`config.mk`:
```
export PLATFORM = sky130hd
export DESIGN_NAME = pce_ctrl
export DESIGN_NICKNAME = d
export VERILOG_FILES = /design/src/pce_pkg.sv /design/src/pce_ctrl.sv
export VERILOG_INCLUDE_DIRS = /design/src /design/src/src
export SDC_FILE = /design/constraint.sdc
export NUM_CORES = 1
export LEC_CHECK = 0
export BUFFER_PORTS_ARGS = -buffer_cell sky130_fd_sc_hd__buf_2
export CAP_MARGIN = 20
export CORE_UTILIZATION = 25
export CTS_CLUSTER_DIAMETER = 200
export DETAILED_ROUTE_END_ITERATION = 8
export PLACE_DENSITY = 0.5
export SETUP_SLACK_MARGIN = 0.5
export SYNTH_ARGS = -nofsm -noshare
export SYNTH_HDL_FRONTEND = slang
export SYNTH_SLANG_ARGS = --single-unit
```
`constraint.sdc`:
```
create_clock -name clk -period 2.48 [get_ports clk]
set_clock_uncertainty 0.2 [all_clocks]
set_input_delay 0.372 -clock clk [delete_from_list [all_inputs] [get_ports clk]]
set_output_delay 0.372 -clock clk [all_outputs]
set_load 0.05 [all_outputs]
```
`src/pearson_correlation_engine_defines.svh`:
```
// Assertion macros used by the correlation engine controller.
`ifndef PEARSON_CORRELATION_ENGINE_DEFINES_SVH
`define PEARSON_CORRELATION_ENGINE_DEFINES_SVH
`ifndef NO_ASSERTIONS
// Check that an antecedent implies a consequent in the same cycle.
`define PCE_ASSERT_IMPLY(label, ante, cons, msg) \
	label: assert property (@(posedge clk) disable iff (!arst_n) (ante) |-> (cons)) \
		else $error(msg);
// Check that an antecedent implies a consequent in the next cycle.
`define PCE_ASSERT_NEXT(label, ante, cons, msg) \
	label: assert property (@(posedge clk) disable iff (!arst_n) (ante) |=> (cons)) \
		else $error(msg);
`else
`define PCE_ASSERT_IMPLY(label, ante, cons, msg)
`define PCE_ASSERT_NEXT(label, ante, cons, msg)
`endif
`endif

```
`src/pce_pkg.sv`:
```
// Types and constants shared by the correlation engine modules.
package pce_pkg;

	localparam int MAX_SAMPLES = 65536;

	typedef enum logic [3:0] {
		ST_ACC,
		ST_LOAD,
		ST_RUN,
		ST_WRITE,
		ST_CHECK,
		ST_SRCH_INIT,
		ST_SRCH_A,
		ST_SRCH_B,
		ST_SRCH_C,
		ST_EMIT
	} state_t;

	typedef enum logic [2:0] {
		OP_N_SXY,
		OP_SX_SY,
		OP_N_SXX,
		OP_SX_SX,
		OP_N_SYY,
		OP_SY_SY,
		OP_DX_DY,
		OP_NUM_NUM
	} op_t;

	typedef struct packed {
		logic accum;
		logic load;
		logic run;
		logic write;
		logic srch_init;
		logic srch_a;
		logic srch_b;
		logic srch_c;
		logic emit;
		op_t  op;
	} cmd_t;

	typedef struct packed {
		logic mul_done;
		logic degenerate;
		logic srch_last;
		logic out_free;
	} status_t;

endpackage

```
`src/pce_ctrl.sv`:
```
// Controller state machine sequencing accumulation, products, root search and result.
`include "pearson_correlation_engine_defines.svh"

module pce_ctrl (
	input  logic              clk,
	input  logic              arst_n,
	input  logic              in_valid,
	input  logic              last_pair,
	output logic              in_ready,
	input  pce_pkg::status_t  status,
	output pce_pkg::cmd_t     cmd
);

	pce_pkg::state_t state_q, state_d;
	pce_pkg::op_t    op_q, op_d;

	// Hold state and current product
	always_ff @(posedge clk or negedge arst_n) begin
		if (!arst_n) begin
			state_q <= pce_pkg::ST_ACC;
			op_q    <= pce_pkg::OP_N_SXY;
		end else begin
			state_q <= state_d;
			op_q    <= op_d;
		end
	end

	// Advance state
	always_comb begin
		state_d = state_q;
		op_d    = op_q;
		case (state_q)
			pce_pkg::ST_ACC: begin
				if (in_valid && last_pair) begin
					state_d = pce_pkg::ST_LOAD;
					op_d    = pce_pkg::OP_N_SXY;
				end
			end
			pce_pkg::ST_LOAD:  state_d = pce_pkg::ST_RUN;
			pce_pkg::ST_RUN: begin
				if (status.mul_done) state_d = pce_pkg::ST_WRITE;
			end
			pce_pkg::ST_WRITE: begin
				if (op_q == pce_pkg::OP_SY_SY) begin
					state_d = pce_pkg::ST_CHECK;
				end else if (op_q == pce_pkg::OP_NUM_NUM) begin
					state_d = pce_pkg::ST_SRCH_INIT;
				end else begin
					state_d = pce_pkg::ST_LOAD;
					op_d    = pce_pkg::op_t'(op_q + 3'd1);
				end
			end
			pce_pkg::ST_CHECK: begin
				if (status.degenerate) begin
					state_d = pce_pkg::ST_EMIT;
				end else begin
					state_d = pce_pkg::ST_LOAD;
					op_d    = pce_pkg::OP_DX_DY;
				end
			end
			pce_pkg::ST_SRCH_INIT: state_d = pce_pkg::ST_SRCH_A;
			pce_pkg::ST_SRCH_A:    state_d = pce_pkg::ST_SRCH_B;
			pce_pkg::ST_SRCH_B:    state_d = pce_pkg::ST_SRCH_C;
			pce_pkg::ST_SRCH_C: begin
				state_d = status.srch_last ? pce_pkg::ST_EMIT : pce_pkg::ST_SRCH_A;
			end
			pce_pkg::ST_EMIT: begin
				if (status.out_free) state_d = pce_pkg::ST_ACC;
			end
			default: state_d = pce_pkg::ST_ACC;
		endcase
	end

	// Drive commands
	always_comb begin
		in_ready      = (state_q == pce_pkg::ST_ACC);
		cmd           = '0;
		cmd.op        = op_q;
		cmd.accum     = in_valid && (state_q == pce_pkg::ST_ACC);
		cmd.load      = (state_q == pce_pkg::ST_LOAD);
		cmd.run       = (state_q == pce_pkg::ST_RUN);
		cmd.write     = (state_q == pce_pkg::ST_WRITE);
		cmd.srch_init = (state_q == pce_pkg::ST_SRCH_INIT);
		cmd.srch_a    = (state_q == pce_pkg::ST_SRCH_A);
		cmd.srch_b    = (state_q == pce_pkg::ST_SRCH_B);
		cmd.srch_c    = (state_q == pce_pkg::ST_SRCH_C);
		cmd.emit      = (state_q == pce_pkg::ST_EMIT) && status.out_free;
	end

	`PCE_ASSERT_NEXT(a_last_starts, in_valid && in_ready && last_pair, state_q == pce_pkg::ST_LOAD, "last word did not start the result")
	`PCE_ASSERT_IMPLY(a_emit_free, cmd.emit, status.out_free, "result loaded over a waiting one")
	`PCE_ASSERT_IMPLY(a_search_op, state_q == pce_pkg::ST_SRCH_INIT, op_q == pce_pkg::OP_NUM_NUM, "search began before all products")
	`PCE_ASSERT_NEXT(a_emit_idle, cmd.emit, state_q == pce_pkg::ST_ACC && in_ready, "no return to accumulation after result")

endmodule

```
==> reports/qor.yml <==
detailed_routing:
  drc: 0
  ant_nets: 0
  wirelength_mm: 1.69
  drt_iter0_drc: 5
  vias: 691
  dr.pass1.iters: 4
  wl_per_cell_um: 12.6
  vias_per_cell: 5.16
placed_design:
  finalWeightedCongestion: 0.783
  placed_area_sq_um: 759
  io_buffers: 20
  dp_hpwl_mm: 1.12
power_and_ir_drop:
  power_density_mw_per_mm2: 1090
  power.total_w: 0.00104
  peakVddDrop_mv: 0.386
  leakagePower_nw: 0.456
sta:
  fmax_mhz: 512
  tns_ps: 0
  maxSlewHeadroom_pct: 83.0
  rsz0062_at_grt: "true"
  setup-violations-final: 0
  post-route-min-period_ps: 1950
  fin_crit_sh_pct: 78.7
  finalMaxSlewViolations: 0
  hold_viol: 0
  tightest_slew_ps: 256
  holdWs_ps: 177
floorplanning:
  dieHeight_um: 50.4
  ios: 21
  start_util_pct: 26.5
  dieWidth_um: 50.4
  core-area_sq_mm: 0.00221
  die_area_sq_mm: 0.00254
  row_count: 17
cts:
  clock_sinks: 7
  cts.htree.levels: 1
  cts_tree: "done"
  clk_path_buf_depth: 2
  insertion_delay_ps: 250
  clk_pin_slew_ps: 60
  cts_buffers: 3
  clock-root-buffer: "clkbuf_4"
setup_path:
  rr_startpoint: "state_q[1]"
  rrSetupSlack_ps: 560
  worst_setup_path_start_kind: "flop"
  worstPathArrival_ps: 1380
  r2r_end: "state_q[0]"
  cp-end-kind: "output port"
  worstPathRequired_ps: 1910
  worstPathMaxFanout: 3
  rr_worst_depth: 6
  path_class: "reg -> out"
global_route:
  grt_pass1_wl_mm: 2.68
  track_usage_pct: 14.1
  grt_max_degree: 12
  grt_remaining_overflow: 0
  grt_pass1_vias: 653
  antenna_found_initial: 0
final_layout:
  area_growth_pct: 62.2
  regArea_sq_um: 180
  num_antenna_cells: 0
  drive_gt1_share_pct: 53.8
  multi_input_area_sq_um: 445
  nets: 118
  final_area_sq_um: 950
  n_fill_cell: 241
run_status:
  outcome: "finished, final reports clean"
synthesis:
  netlist_area_sq_um: 586
  synth_area_leaders: "dfrtp_1, a21oi_1, ha_1"
  syn_nets: 84
  ys_async_sr_fraction_pct: 100
  ys.flop_type: "dfrtp_1"
  ys_types: 28
  yosysWarnings: 0
  yosysSeqAreaShare_pct: 29.9
  syn_inst: 73
  synth_most_common_cell: "a21oi_1"
  synth_top_area_share_pct: 29.9
  synth_common_cells: "a21oi_1, dfrtp_1, nor2_1"
  yosys.area.top_type: "dfrtp_1"
  synth.avg_cell_area_sq_um: 8.02
  postSynthRegisterBits: 7
  synth_edf_count: 0
hold_path:
  holdPathStages: 2
  hold_path_end: "state_q[0]"
  hp-class: "in -> reg"
  min_from: "status[0]"
job:
  drv_cap: 0
-- stage by stage --
stage,utilization [%],worst slack (ps),std cells
2_1_floorplan,-,192,73
3_3_place_gp,34.3,444,119
3_5_place_dp,34.3,445,119
4_1_cts,40.7,504,134
5_1_grt,42.9,458,134
6_report,42.9,529,134
-- logic make-up after synthesis --
family / synth area share, %
compound gates: 23.5
fa+ha+maj: 6.41
buf+inv: 4.49
flops: 29.9
mux: 3.85
simple gates: 31.8
-- where the power goes --
group          internal (W)  switching, W
Combinational      0.000304      0.000431
Clock             0.0000614     0.0000416
Sequential         0.000152     0.0000458
Total              0.000517      0.000519
-- worst max path at each step --
| stage | startpoint | cells past startpoint | slack (ps) | endpoint |
|---|---|---|---|---|
| floorplan | state_q[0] | 3 | 190 | cmd[11] |
| global placement | state_q[1] | 4 | 440 | cmd[8] |
| detailed placement | state_q[1] | 4 | 450 | cmd[8] |
| CTS | state_q[3] | 3 | 500 | cmd[8] |
| global route | state_q[1] | 4 | 460 | cmd[11] |
| finish | state_q[1] | 4 | 530 | cmd[11] |
-- critical path, stage by stage, from the launching register on --
cell,delay (ps)
dfrtp_2,430
or2_4,280
nor3_4,120
and2_4,160
buf_8,130
-- layout by cell type, fill, tap and decap left out, types with 2 or more instances in the layout --
cell / instances
nand2_1: 4
dfrtp_2: 4
mux2_2: 2
inv_1: 2
nor3b_1: 2
nand2b_1: 3
a211oi_1: 2
ha_1: 3
o22ai_1: 5
buf_4: 12
nor2_1: 5
clkbuf_4: 3
buf_2: 13
buf_8: 2
buf_6: 5
dfrtp_1: 3
nor3_2: 2
a21oi_1: 10
-- what timing repair did --
item	CTS	global route
endpoints found under the hold margin	7	0
setup endpoints to repair	12	8
hold buffers	1	0
setup buffers	10	0
gates resized for setup	13	15
pin swaps	0	1
-- state kept, by name, indices dropped and copies added, names as in the netlist --
name	cells
state_q	4
op_q	3
-- layout make-up --
cell class	instances	area share, %
inverters	3	1.19
clock buffers	4	2.77
flip-flops and latches	7	19.0
multi-input cells	59	46.9
repair buffers	33	26.5
well taps	28	3.69
-- routing by layer --
layer	track usage (%)	routed length (um)	part of all wire, %	vias to the layer above
met2	22.7	821	49	14
met5	0	0	0	-
met1	17.0	791	47	341
met3	4.24	63	3.7	2
met4	6.94	8	0.47	0
li1	-	-	-	334
No activity file was read; power rests on OpenSTA's default activity.
